===== src/sv/sem_pkg.sv =====
// Shared types and constants of the Sobel edge magnitude block.
package sem_pkg;

    localparam int MAX_WIDTH   = 1024;
    localparam int MAX_HEIGHT  = 4096;
    localparam int COL_W       = $clog2(MAX_WIDTH);
    localparam int ROW_W       = $clog2(MAX_HEIGHT);
    localparam int WIDTH_W     = 11;
    localparam int HEIGHT_W    = 13;
    localparam int RING        = 4;
    localparam int RING_W      = $clog2(RING);
    localparam int QUEUE_DEPTH = 2;
    localparam int QPTR_W      = $clog2(QUEUE_DEPTH);
    localparam int QCNT_W      = $clog2(QUEUE_DEPTH + 1);

    typedef logic [23:0] pixel_t;

    // One column of the 3x3 neighborhood.
    typedef struct packed {
        pixel_t bot;
        pixel_t mid;
        pixel_t top;
    } col_t;

    // A full neighborhood with zero borders applied, plus the frame end mark.
    typedef struct packed {
        logic frame_end;
        col_t right;
        col_t mid;
        col_t left;
    } win_t;

endpackage


===== src/sv/sem_queue.sv =====
// Short queue of neighborhoods between the window builder and the magnitude unit.
module sem_queue
(
    input  logic            clk,
    input  logic            rst_n,
    input  logic            push,
    input  sem_pkg::win_t   push_data,
    output logic            full,
    input  logic            pop,
    output sem_pkg::win_t   pop_data,
    output logic            empty
);

    sem_pkg::win_t                    entry_reg [sem_pkg::QUEUE_DEPTH];
    logic [sem_pkg::QPTR_W-1:0]       wr_ptr_reg;
    logic [sem_pkg::QPTR_W-1:0]       rd_ptr_reg;
    logic [sem_pkg::QCNT_W-1:0]       count_reg;
    logic [sem_pkg::QCNT_W-1:0]       count_next;

    assign full     = (count_reg == sem_pkg::QCNT_W'(sem_pkg::QUEUE_DEPTH));
    assign empty    = (count_reg == '0);
    assign pop_data = entry_reg[rd_ptr_reg];

    // Occupancy follows pushes and pops.
    always_comb
    begin
        count_next = count_reg;
        if (push && !pop)
        begin
            count_next = count_reg + 1'b1;
        end
        else if (pop && !push)
        begin
            count_next = count_reg - 1'b1;
        end
    end

    // Pointers and count.
    always_ff @(posedge clk or negedge rst_n)
    begin
        if (!rst_n)
        begin
            wr_ptr_reg <= '0;
            rd_ptr_reg <= '0;
            count_reg  <= '0;
        end
        else
        begin
            count_reg <= count_next;
            if (push)
            begin
                wr_ptr_reg <= (wr_ptr_reg == sem_pkg::QPTR_W'(sem_pkg::QUEUE_DEPTH - 1)) ?
                              '0 : wr_ptr_reg + 1'b1;
            end
            if (pop)
            begin
                rd_ptr_reg <= (rd_ptr_reg == sem_pkg::QPTR_W'(sem_pkg::QUEUE_DEPTH - 1)) ?
                              '0 : rd_ptr_reg + 1'b1;
            end
        end
    end

    // Entry storage.
    always_ff @(posedge clk)
    begin
        if (push)
        begin
            entry_reg[wr_ptr_reg] <= push_data;
        end
    end

    // A push never lands on a full queue and a pop never drains an empty one.
    assert property (@(posedge clk) disable iff (!rst_n) push |-> !full)
        else $error("queue pushed while full");
    assert property (@(posedge clk) disable iff (!rst_n) pop |-> !empty)
        else $error("queue popped while empty");
    assert property (@(posedge clk) disable iff (!rst_n)
        count_reg <= sem_pkg::QCNT_W'(sem_pkg::QUEUE_DEPTH))
        else $error("queue count beyond depth");

endmodule


===== config.mk =====
export PLATFORM = sky130hd
export DESIGN_NAME = sem_queue
export DESIGN_NICKNAME = d
export VERILOG_FILES = /design/src/sv/sem_pkg.sv /design/src/sv/sem_queue.sv
export SDC_FILE = /design/constraint.sdc
export NUM_CORES = 1
export LEC_CHECK = 0
export BUFFER_PORTS_ARGS = -buffer_cell sky130_fd_sc_hd__buf_2
export CORE_MARGIN = 4
export CORE_UTILIZATION = 24
export DETAILED_ROUTE_END_ITERATION = 10
export GPL_TIMING_DRIVEN = 0
export PLACE_DENSITY = 0.41
export SLEW_MARGIN = 10
export SYNTH_ARGS = -nofsm -noshare
export SYNTH_HDL_FRONTEND = slang
export SYNTH_SLANG_ARGS = --single-unit

===== constraint.sdc =====
create_clock -name clk -period 31.5 [get_ports clk]
set_input_delay 0 -clock clk [delete_from_list [all_inputs] [get_ports clk]]
set_output_delay 0 -clock clk [all_outputs]
set_load 0.05 [all_outputs]

==> flow_summary.rst <==
.. list-table::
   :header-rows: 1

   * - Metric
     - Value
   * - Status
     - complete, no violations
   * - Slowest stage delay, CP
     - 360 ps
   * - Share of total power consumed by net switching
     - 39.95%
   * - Maximum net fanout on the critical path
     - 10
   * - Count of non-filler cells in the finished layout
     - 2330
   * - First-pass GRT wire length
     - 58.00 mm
   * - Category of cells accounting for the largest share of critical-path delay
     - buffers and inverters
   * - Combinational share of power
     - 42.8%
   * - Placed standard-cell area
     - 19910 sq um
   * - Sequential share of power
     - 33.9%
   * - Critical-path top delay cell
     - sky130_fd_sc_hd__dfrtp_1
   * - Dominant cell type by count on the critical path
     - sky130_fd_sc_hd__buf_6
   * - Total leakage power
     - 9.143 nW
   * - Leading cell types by total area after synthesis
     - sky130_fd_sc_hd__edfxtp_1 80%, sky130_fd_sc_hd__mux2_4 9.2%, sky130_fd_sc_hd__mux2_2 8.1%
   * - Area of the die
     - 72050 sq um
   * - CP Launch Type
     - register
   * - DR iter-0 viols
     - 327
   * - Final Instance Area
     - 23650 sq um
   * - Residual DRC
     - 0
   * - CTS tree
     - built
   * - Flip-flop count of the largest register after layout
     - 434
   * - Cells along the critical path
     - buf_6, buf_6, buf_8, mux2_4, buf_2
   * - Clock Root Buffer
     - sky130_fd_sc_hd__clkbuf_16
   * - Class of the tightest hold or removal check
     - in -> reg
   * - Initial Utilization
     - 24.23%
   * - Vias in the first global route
     - 9849
   * - Clock transition at the registers of the reported paths
     - 60 ps
   * - Count of endpoints failing setup in the final report
     - 0
   * - Number of port buffers
     - 439
   * - Post-placement cell count
     - 2017
   * - Period utilisation layout
     - 6.803%
   * - Critical Path Sink Type
     - output pin
   * - Clock period minus worst slack
     - 2143 ps
   * - Number of different library cells in the post-synthesis netlist
     - 15
   * - Least-Margin Pin Slew
     - 583.0 ps
   * - TritonCTS sink count
     - 438
   * - Xor/xnor cell area share of the yosys netlist
     - 0.2691%
   * - Pin count of the biggest net entering global routing
     - 53
   * - Most area-hungry cell type in the Yosys netlist
     - sky130_fd_sc_hd__edfxtp_1
   * - Peak supply drop
     - 0.05617 mV
   * - Length of the first detailed-routing pass in iterations
     - 4
   * - CORE AREA
     - 67160 sq um
   * - Worst slew margin relative to its limit
     - 61.13%
   * - Ys Warns
     - 0
   * - Worst path buffer plus inverter count
     - 4
   * - Required time worst endpoint
     - 31500 ps
   * - Routability congestion estimate from global placement
     - 0.6895
   * - Crit path arrival time
     - 2140 ps
   * - Area Growth Syn to Fin
     - 45.33%
   * - Adder-cell share of the synthesized area
     - 0.07688%
   * - Number of filler cells placed in the layout
     - 6466
   * - H-tree levels
     - 2
   * - Part of the power in the clock network
     - 23.3%
   * - Portion of netlist area occupied by mux cells
     - 17.32%
   * - Final layout net count
     - 1639
   * - Antenna Violating Nets Remaining
     - 0
   * - Max Transition Viols Final
     - 0
   * - Detailed-route wire length per cell
     - 16.99 um
   * - Number of post-CTS setup repair buffers
     - 0
   * - Gate count after technology mapping
     - 691
   * - Clock latency on the worst-skew pair
     - 570 ps
   * - DR vias/cell
     - 3.885
   * - Total routing resource utilization after global routing
     - 10.44%
   * - Largest family of logic cells by synthesized area
     - multiplexers
   * - Post-Syn Area per Cell
     - 23.55 sq um
   * - Detailed placement HPWL
     - 27.53 mm
   * - Final hold viol count
     - 0
   * - Total power divided by cell area
     - 98.94 nW/um^2
   * - I/O pins
     - 440
   * - Num rows
     - 95
   * - Share of synthesized cell area in and, or, nand and nor gates
     - 0.1614%
   * - WS Path Type
     - reg -> out
   * - Compound-cell area share of the yosys netlist
     - 0%
   * - Maximum clock frequency
     - 466.7 MHz
   * - Die boundary height
     - 268.4 um
   * - Number of antenna violations at the first check in global routing
     - 1
   * - Max_cap viols
     - 0
   * - CTS resizes
     - 0
   * - NetSw
     - 0.0009349 W
   * - Number of register bits inferred by synthesis
     - 438
   * - Syn Std Cell Area
     - 16280 sq um
   * - Clk buf depth
     - 3
   * - Setup repair after global routing missed its margin
     - no
   * - Fraction of post-synthesis cell area in the top cell type by area
     - 80.07%
   * - Internal Pwr Total
     - 0.001405 W
   * - Clk_skew
     - 12.07 ps
   * - Total Routed Length
     - 39.58 mm
   * - Total negative setup slack
     - 0 ps
   * - Number of nets produced by synthesis
     - 913
   * - Number of vias in the routed layout
     - 9051
   * - Overall power after layout
     - 0.002340 W
   * - Share of layout cells above drive strength 1
     - 52.47%
   * - Part of the Yosys area used for sequential elements
     - 80.69%
   * - Horizontal die dimension
     - 268.4 um
   * - Overflow left after global routing
     - 0
   * - Number of buffers created by CTS
     - 50
## power by group through the flow
stage          clock network (W)  logic, W  registers (W)
2_1_floorplan                  0  0.000749       0.000839
3_3_place_gp                   0  0.000974       0.000873
3_5_place_dp                   0   0.00100       0.000807
4_1_cts                 0.000569   0.00103       0.000795
5_1_grt                 0.000596   0.00105       0.000803
6_report                0.000545   0.00100       0.000794
## synthesized netlist by cell type, drive strengths merged
library cell  instances
edfxtp              434
mux2                217
buf                  24
dfrtp                 4
xor2                  4
nor2                  2
nor2b                 2
and2                  1
ha                    1
inv                   1
xnor2                 1
## layer usage
layer	track usage [%]	wire length, um	up-vias
li1	-	-	4228
met1	12.22	15610	4467
met2	17.74	19530	294
met3	4.480	3653	62
met4	2.741	789	0
met5	0	0	-
## stage by stage
step | worst slack (ps) | hold WS, ps | util, %
2_1_floorplan | 20710 | -295.6 | -
3_3_place_gp | 13260 | -189.6 | 29.13
3_5_place_dp | 29330 | -184.8 | 29.64
4_1_cts | 29220 | 93.56 | 35.22
5_1_grt | 29210 | 117.5 | 35.22
6_report | 29360 | 152.0 | 35.22
## what timing repair did
item	4_1_cts	5_1_grt
hold buffers	221	0
setup endpoints to repair	0	0
hold endpoints to repair	454	0
## kinds of logic (layout without fill, tap and decap cells)
logic type | Yosys count | count (layout)
mux | 217 | 217
flops | 438 | 438
simple gates | 5 | 5
fa+ha+maj | 1 | 1
buf+inv | 25 | 790
other cells | 0 | 1
xor+xnor | 5 | 5
## layout make-up
cell class | instances | area, sq um | share of cell area (%)
clock buffer | 61 | 1314 | 5.554
sequential | 438 | 13130 | 55.52
tap | 873 | 1092 | 4.618
antenna | 1 | 2.502 | 0.01058
inverter | 1 | 3.754 | 0.01587
multi-input combinational | 228 | 2912 | 12.31
clock inverter | 30 | 216.5 | 0.9152
buffer | 24 | 237.7 | 1.005
timing repair buffer | 674 | 4742 | 20.05
## cell usage in the layout (no fill, tap or decap), types with 3 or more instances in the layout
master                          instances
sky130_fd_sc_hd__clkinv_1              13
sky130_fd_sc_hd__mux2_2               117
sky130_fd_sc_hd__clkbuf_1              10
sky130_fd_sc_hd__buf_16                 7
sky130_fd_sc_hd__buf_12                 7
sky130_fd_sc_hd__bufinv_16              3
sky130_fd_sc_hd__clkbuf_16             51
sky130_fd_sc_hd__xor2_1                 4
sky130_fd_sc_hd__edfxtp_1             434
sky130_fd_sc_hd__mux2_4               100
sky130_fd_sc_hd__buf_8                 10
sky130_fd_sc_hd__dlygate4sd3_1        221
sky130_fd_sc_hd__dfrtp_1                4
sky130_fd_sc_hd__buf_2                449
sky130_fd_sc_hd__clkinv_2              12
## path summary, 6_finish.rpt
kind	from	depth (start not counted)	slack (ps)	endpoint
setup reg to reg	wr_ptr_reg	5	29360	entry_reg[0][113]
min in group asynchronous	rst_n	3	340	count_reg[0]
hold reg to reg	count_reg[1]	1	500	count_reg[1]
max in group asynchronous	rst_n	3	30990	count_reg[1]
setup / recovery	rd_ptr_reg	5	29360	pop_data[133]
hold / removal	push_data[62]	2	150	entry_reg[0][62]
Power figures use the tool's default switching activity.
