<file path="src/sv/sem_pkg.sv">
// Shared types and constants of the Sobel edge magnitude block.
package sem_pkg;

    localparam int MAX_WIDTH   = 1024;
    localparam int MAX_HEIGHT  = 4096;
    localparam int COL_W       = $clog2(MAX_WIDTH);
    localparam int ROW_W       = $clog2(MAX_HEIGHT);
    localparam int WIDTH_W     = 11;
    localparam int HEIGHT_W    = 13;
    localparam int RING        = 4;
    localparam int RING_W      = $clog2(RING);
    localparam int QUEUE_DEPTH = 2;
    localparam int QPTR_W      = $clog2(QUEUE_DEPTH);
    localparam int QCNT_W      = $clog2(QUEUE_DEPTH + 1);

    typedef logic [23:0] pixel_t;

    // One column of the 3x3 neighborhood.
    typedef struct packed {
        pixel_t bot;
        pixel_t mid;
        pixel_t top;
    } col_t;

    // A full neighborhood with zero borders applied, plus the frame end mark.
    typedef struct packed {
        logic frame_end;
        col_t right;
        col_t mid;
        col_t left;
    } win_t;

endpackage

</file>
<file path="src/sv/sem_back.sv">
// Back part: Sobel gradients and the clamped rounded magnitude of each channel.
module sem_back
(
    input  logic            clk,
    input  logic            rst_n,
    input  logic            empty,
    input  sem_pkg::win_t   pop_data,
    output logic            pop,
    output logic            out_valid,
    input  logic            out_ready,
    output logic [23:0]     out_edges,
    output logic            out_end
);

    localparam logic [2:0] B_IDLE = 3'd0;
    localparam logic [2:0] B_GRAD = 3'd1;
    localparam logic [2:0] B_SQ   = 3'd2;
    localparam logic [2:0] B_ROOT = 3'd3;
    localparam logic [2:0] B_OUT  = 3'd4;

    logic [2:0]      state_reg;
    logic [2:0]      state_next;
    logic [2:0]      bit_reg;
    sem_pkg::win_t   win_reg;
    logic [9:0]      ax_reg   [3];
    logic [9:0]      ay_reg   [3];
    logic [19:0]     sqx_reg  [3];
    logic [19:0]     sqy_reg  [3];
    logic [7:0]      cand_reg [3];

    logic [9:0]      ax       [3];
    logic [9:0]      ay       [3];
    logic [7:0]      trial    [3];
    logic            take     [3];

    assign pop       = (state_reg == B_IDLE) && !empty;
    assign out_valid = (state_reg == B_OUT);
    assign out_edges = {cand_reg[2], cand_reg[1], cand_reg[0]};
    assign out_end   = win_reg.frame_end;

    // Absolute gradients per channel with 1-2-1 weights.
    always_comb
    begin
        logic [9:0]  lsum;
        logic [9:0]  rsum;
        logic [9:0]  tsum;
        logic [9:0]  bsum;
        logic [21:0] sum_s;
        logic [21:0] lhs;
        for (int c = 0; c < 3; c++)
        begin
            rsum = 10'(win_reg.right.top[8*c +: 8]) + {1'b0, win_reg.right.mid[8*c +: 8], 1'b0}
                   + 10'(win_reg.right.bot[8*c +: 8]);
            lsum = 10'(win_reg.left.top[8*c +: 8]) + {1'b0, win_reg.left.mid[8*c +: 8], 1'b0}
                   + 10'(win_reg.left.bot[8*c +: 8]);
            bsum = 10'(win_reg.left.bot[8*c +: 8]) + {1'b0, win_reg.mid.bot[8*c +: 8], 1'b0}
                   + 10'(win_reg.right.bot[8*c +: 8]);
            tsum = 10'(win_reg.left.top[8*c +: 8]) + {1'b0, win_reg.mid.top[8*c +: 8], 1'b0}
                   + 10'(win_reg.right.top[8*c +: 8]);
            ax[c] = (rsum >= lsum) ? rsum - lsum : lsum - rsum;
            ay[c] = (bsum >= tsum) ? bsum - tsum : tsum - bsum;
            // Round(sqrt(s)) reaches t exactly when t*t - t < s.
            trial[c] = cand_reg[c] | (8'd1 << bit_reg);
            sum_s    = 22'(sqx_reg[c]) + 22'(sqy_reg[c]);
            lhs      = 22'(trial[c]) * 22'(trial[c]);
            take[c]  = lhs < (sum_s + 22'(trial[c]));
        end
    end

    // Sequencer: gradients, squares, then eight steps of a binary search.
    always_comb
    begin
        state_next = state_reg;
        unique case (state_reg)
            B_IDLE:
            begin
                if (!empty)
                begin
                    state_next = B_GRAD;
                end
            end
            B_GRAD:
            begin
                state_next = B_SQ;
            end
            B_SQ:
            begin
                state_next = B_ROOT;
            end
            B_ROOT:
            begin
                if (bit_reg == 3'd0)
                begin
                    state_next = B_OUT;
                end
            end
            B_OUT:
            begin
                if (out_ready)
                begin
                    state_next = B_IDLE;
                end
            end
            default:
            begin
                state_next = B_IDLE;
            end
        endcase
    end

    // Control state.
    always_ff @(posedge clk or negedge rst_n)
    begin
        if (!rst_n)
        begin
            state_reg <= B_IDLE;
            bit_reg   <= 3'd7;
        end
        else
        begin
            state_reg <= state_next;
            if (state_reg == B_ROOT)
            begin
                bit_reg <= bit_reg - 1'b1;
            end
            else
            begin
                bit_reg <= 3'd7;
            end
        end
    end

    // Datapath registers.
    always_ff @(posedge clk)
    begin
        if (pop)
        begin
            win_reg <= pop_data;
        end
        for (int c = 0; c < 3; c++)
        begin
            if (state_reg == B_GRAD)
            begin
                ax_reg[c] <= ax[c];
                ay_reg[c] <= ay[c];
            end
            if (state_reg == B_SQ)
            begin
                sqx_reg[c]  <= ax_reg[c] * ax_reg[c];
                sqy_reg[c]  <= ay_reg[c] * ay_reg[c];
                cand_reg[c] <= '0;
            end
            if ((state_reg == B_ROOT) && take[c])
            begin
                cand_reg[c] <= trial[c];
            end
        end
    end

endmodule

</file>
<file path="config.mk">
export PLATFORM = sky130hd
export DESIGN_NAME = sem_back
export DESIGN_NICKNAME = d
export VERILOG_FILES = /design/src/sv/sem_pkg.sv /design/src/sv/sem_back.sv
export SDC_FILE = /design/constraint.sdc
export NUM_CORES = 2
export LEC_CHECK = 0
export ABC_AREA = 1
export BUFFER_PORTS_ARGS = -buffer_cell sky130_fd_sc_hd__buf_4
export CAP_MARGIN = 20
export CORE_ASPECT_RATIO = 1.5
export CORE_MARGIN = 2
export CORE_UTILIZATION = 60
export CTS_CLUSTER_SIZE = 12
export DETAILED_ROUTE_END_ITERATION = 7
export PLACE_DENSITY = 0.87
export SLEW_MARGIN = 20
export SYNTH_ARGS = -nofsm -noshare
export SYNTH_HDL_FRONTEND = slang
export SYNTH_SLANG_ARGS = --single-unit
</file>
<file path="constraint.sdc">
create_clock -name clk -period 19.7 [get_ports clk]
set_input_delay 1.97 -clock clk [delete_from_list [all_inputs] [get_ports clk]]
set_output_delay 1.97 -clock clk [all_outputs]
set_load 0.005 [all_outputs]
</file>
==> results.yml <==
timing:
  max_freq_ghz: 0.132
  setup-tns-final_ns: 0
  fin_crit_ns: 7.56
  finClkSkew_ns: 0.0292
  finalHoldViolCount: 0
  finalSetupViolCount: 0
  worst_pin_slew_ns: 0.965
  rsz0062_at_grt: "no"
  fin_crit_sh_pct: 38.4
  slew_violations: 0
  max_slew_margin_pct: 35.6
clocking:
  htree_levels: 2
  cts_max_path_buffers: 3
  tritoncts: "done"
  cts_buffers: 44
  clock_latency_ns: 0.61
  clkSlewWorstSetupHoldPaths_ns: 0.07
  cts-resized-gates: 0
  clock_sinks: 397
  post-cts-setup-buffers: 0
  clock-root-buffer: "clkbuf_16"
  ctsHoldBuffers: 0
drt:
  wire_per_inst_um: 15.4
  final_antenna_net_count: 0
  route.detailed.drc: 0
  firstDrtPassIters: 6
  viasPerCell: 5.42
  drt-total-wl_mm: 106
  drt_iter0_drc: 1861
  vias: 37400
floorplan:
  row_count: 129
  dieArea_um2: 85400
  die_x_um: 239
  io_pins: 248
  die_h_um: 357
  core_area_um2: 82300
  initial_utilization_pct: 60.5
critical_path:
  critical_path_class: "flop to flop"
  cp_max_fo: 14
  path_delay_family: "adder cells"
  cp.arrival_ns: 7.83
  cp.buffers_inverters: 8
  crit_path_end_kind: "flop"
  slowest_stage: "dfstp_2"
  reg2reg_from: "bit_reg[2]$_DFF_PN1_"
  crit_start: "bit_reg[2]$_DFF_PN1_"
  cpPeakStageDelay_ns: 0.71
  cp.required_ns: 19.97
  worst_setup_path_start_kind: "flop"
synthesis:
  dominantRegCellSynth: "edfxtp_1"
  synth-simple-area-share_pct: 12.5
  synth_mux_area_share_pct: 0
  synth-seq-cells: 397
  ys_types: 58
  synth_edf_count: 391
  ys_seq_area_share_pct: 23.9
  synth_top_family_by_area: "adder cells"
  syn_area_per_cell_um2: 8.80
  synth_xor_xnor_area_share_pct: 6.88
  syn_inst: 5656
  synth-async-reset-ratio_pct: 1.51
  synth_area_um2: 49800
  yosys.area_share.adder_pct: 37.8
  ys.warnings.count: 0
  synth_compound_area_share_pct: 8.51
placed_design:
  port_buffers: 223
  placed_cells: 6828
  gp_congestion: 0.951
  hpwl_mm: 87.4
  place_area_um2: 52400
layout:
  stdcell_count: 6901
  layout-drive-gt1-share_pct: 6.01
  largest_reg_flops: 192
  antenna_cells: 0
  syn_to_final_growth_pct: 7.85
  nets: 7261
  stdcell_area_um2: 53700
hold_path:
  hold_start: "bit_reg[0]$_DFF_PN1_"
  hold_class: "flop to flop"
global_routing:
  grt_pass1_vias: 39500
  grt_pass1_wl_mm: 177
  grt_overflow_total: 0
  grt_use_total_pct: 25.3
  grt_max_degree: 78
  antenna_found_initial: 0
run_status:
  status: "complete, no violations"
job:
  drv_cap: 0
==> routing by layer <==
metal / GRT usage, % / vias to the layer above / part of all wire (%)
met2: 48.8 / 984 / 54
met1: 27.7 / 17900 / 38
met4: 10.7 / 0 / 4.1
met5: 0 / - / 0
met3: 2.87 / 292 / 4.2
li1: - / 18200 / -
==> cells in the mapped netlist (28+ instances only) <==
| cell | number | area share, % |
|---|---|---|
| ha_1 | 730 | 18 |
| xnor2_1 | 120 | 2.1 |
| nor3_1 | 28 | 0.28 |
| xor2_1 | 271 | 4.8 |
| o21ai_0 | 139 | 1.4 |
| o21bai_1 | 58 | 0.87 |
| fa_1 | 483 | 19 |
| o21ai_1 | 33 | 0.33 |
| inv_1 | 1242 | 9.4 |
| nand2_1 | 1049 | 7.9 |
| a21oi_1 | 407 | 4.1 |
| clkbuf_1 | 75 | 0.57 |
| edfxtp_1 | 391 | 24 |
| nand3_1 | 117 | 1.2 |
| a21o_1 | 32 | 0.48 |
| nor2_1 | 252 | 1.9 |
==> final timing paths <==
kind / cells past startpoint / end / slack, ns
setup reg to reg: 30 / cand_reg[1][3]$_SDFFCE_PN0P_ / 12.14
max in group asynchronous: 1 / bit_reg[1]$_DFF_PN1_ / 18.32
min in group asynchronous: 1 / state_reg[1]$_DFFE_PN0P_ / 1.18
hold reg to reg: 1 / bit_reg[0]$_DFF_PN1_ / 0.48
hold / removal: 1 / bit_reg[0]$_DFF_PN1_ / 0.48
setup / recovery: 30 / cand_reg[1][3]$_SDFFCE_PN0P_ / 12.14
==> stage by stage <==
step | hold slack [ns] | util [%] | setup slack, ns
after global placement | 0.460 | 63.6 | 12.42
after detailed placement | 0.465 | 63.6 | 12.33
after floorplan | 0.421 | - | 2.58
after CTS | 0.483 | 65.2 | 12.26
after global routing | 0.496 | 65.2 | 11.67
final | 0.483 | 65.2 | 12.14
==> worst register-to-register path, delay by kind of cell (launching register included) <==
kind	cells	cell delay [ns]
adders and majority gates	6	2.72
and+or+nand+nor	11	1.46
buffers and inverters	8	0.98
AOI/OAI and AO/OA	4	1.20
DFF	1	0.71
xor gates and xnor gates	1	0.16
==> logic make-up (layout without fill, tap and decap cells) <==
group / after synthesis / after routing
and+or+nand+nor: 1532 / 1532
buffers and inverters: 1371 / 1561
adders and majority gates: 1213 / 1213
AOI/OAI and AO/OA: 751 / 751
DFF: 397 / 397
xor gates and xnor gates: 391 / 391
other: 1 / 8
==> placed cells by master (no fill, tap or decap), types with 10 or more instances in the layout <==
cell type,count
a21o_1,32
a21oi_1,407
a221oi_1,14
a31oi_1,15
buf_4,230
clkbuf_16,45
clkinv_1,12
edfxtp_1,391
fa_1,483
ha_1,730
inv_1,1242
nand2_1,1049
nand2_2,10
nand3_1,117
nand3b_1,14
nand4_1,25
nor2_1,251
nor3_1,26
o21ai_0,139
o21ai_1,33
o21bai_1,58
o221ai_1,11
xnor2_1,120
xor2_1,271
==> area by class of cell <==
class                   count  area [um^2]
fillers                  6301        28600
inverters                1258         4730
flip-flops and latches    397        11900
well taps                1048         1310
repair buffers            231         1750
clock inverters            18          140
multi-input cells        3895        32700
clock buffers              54         1160
Power is not shown: default switching activity piles up to over one toggle a cycle in this logic, so the estimate is an artifact.
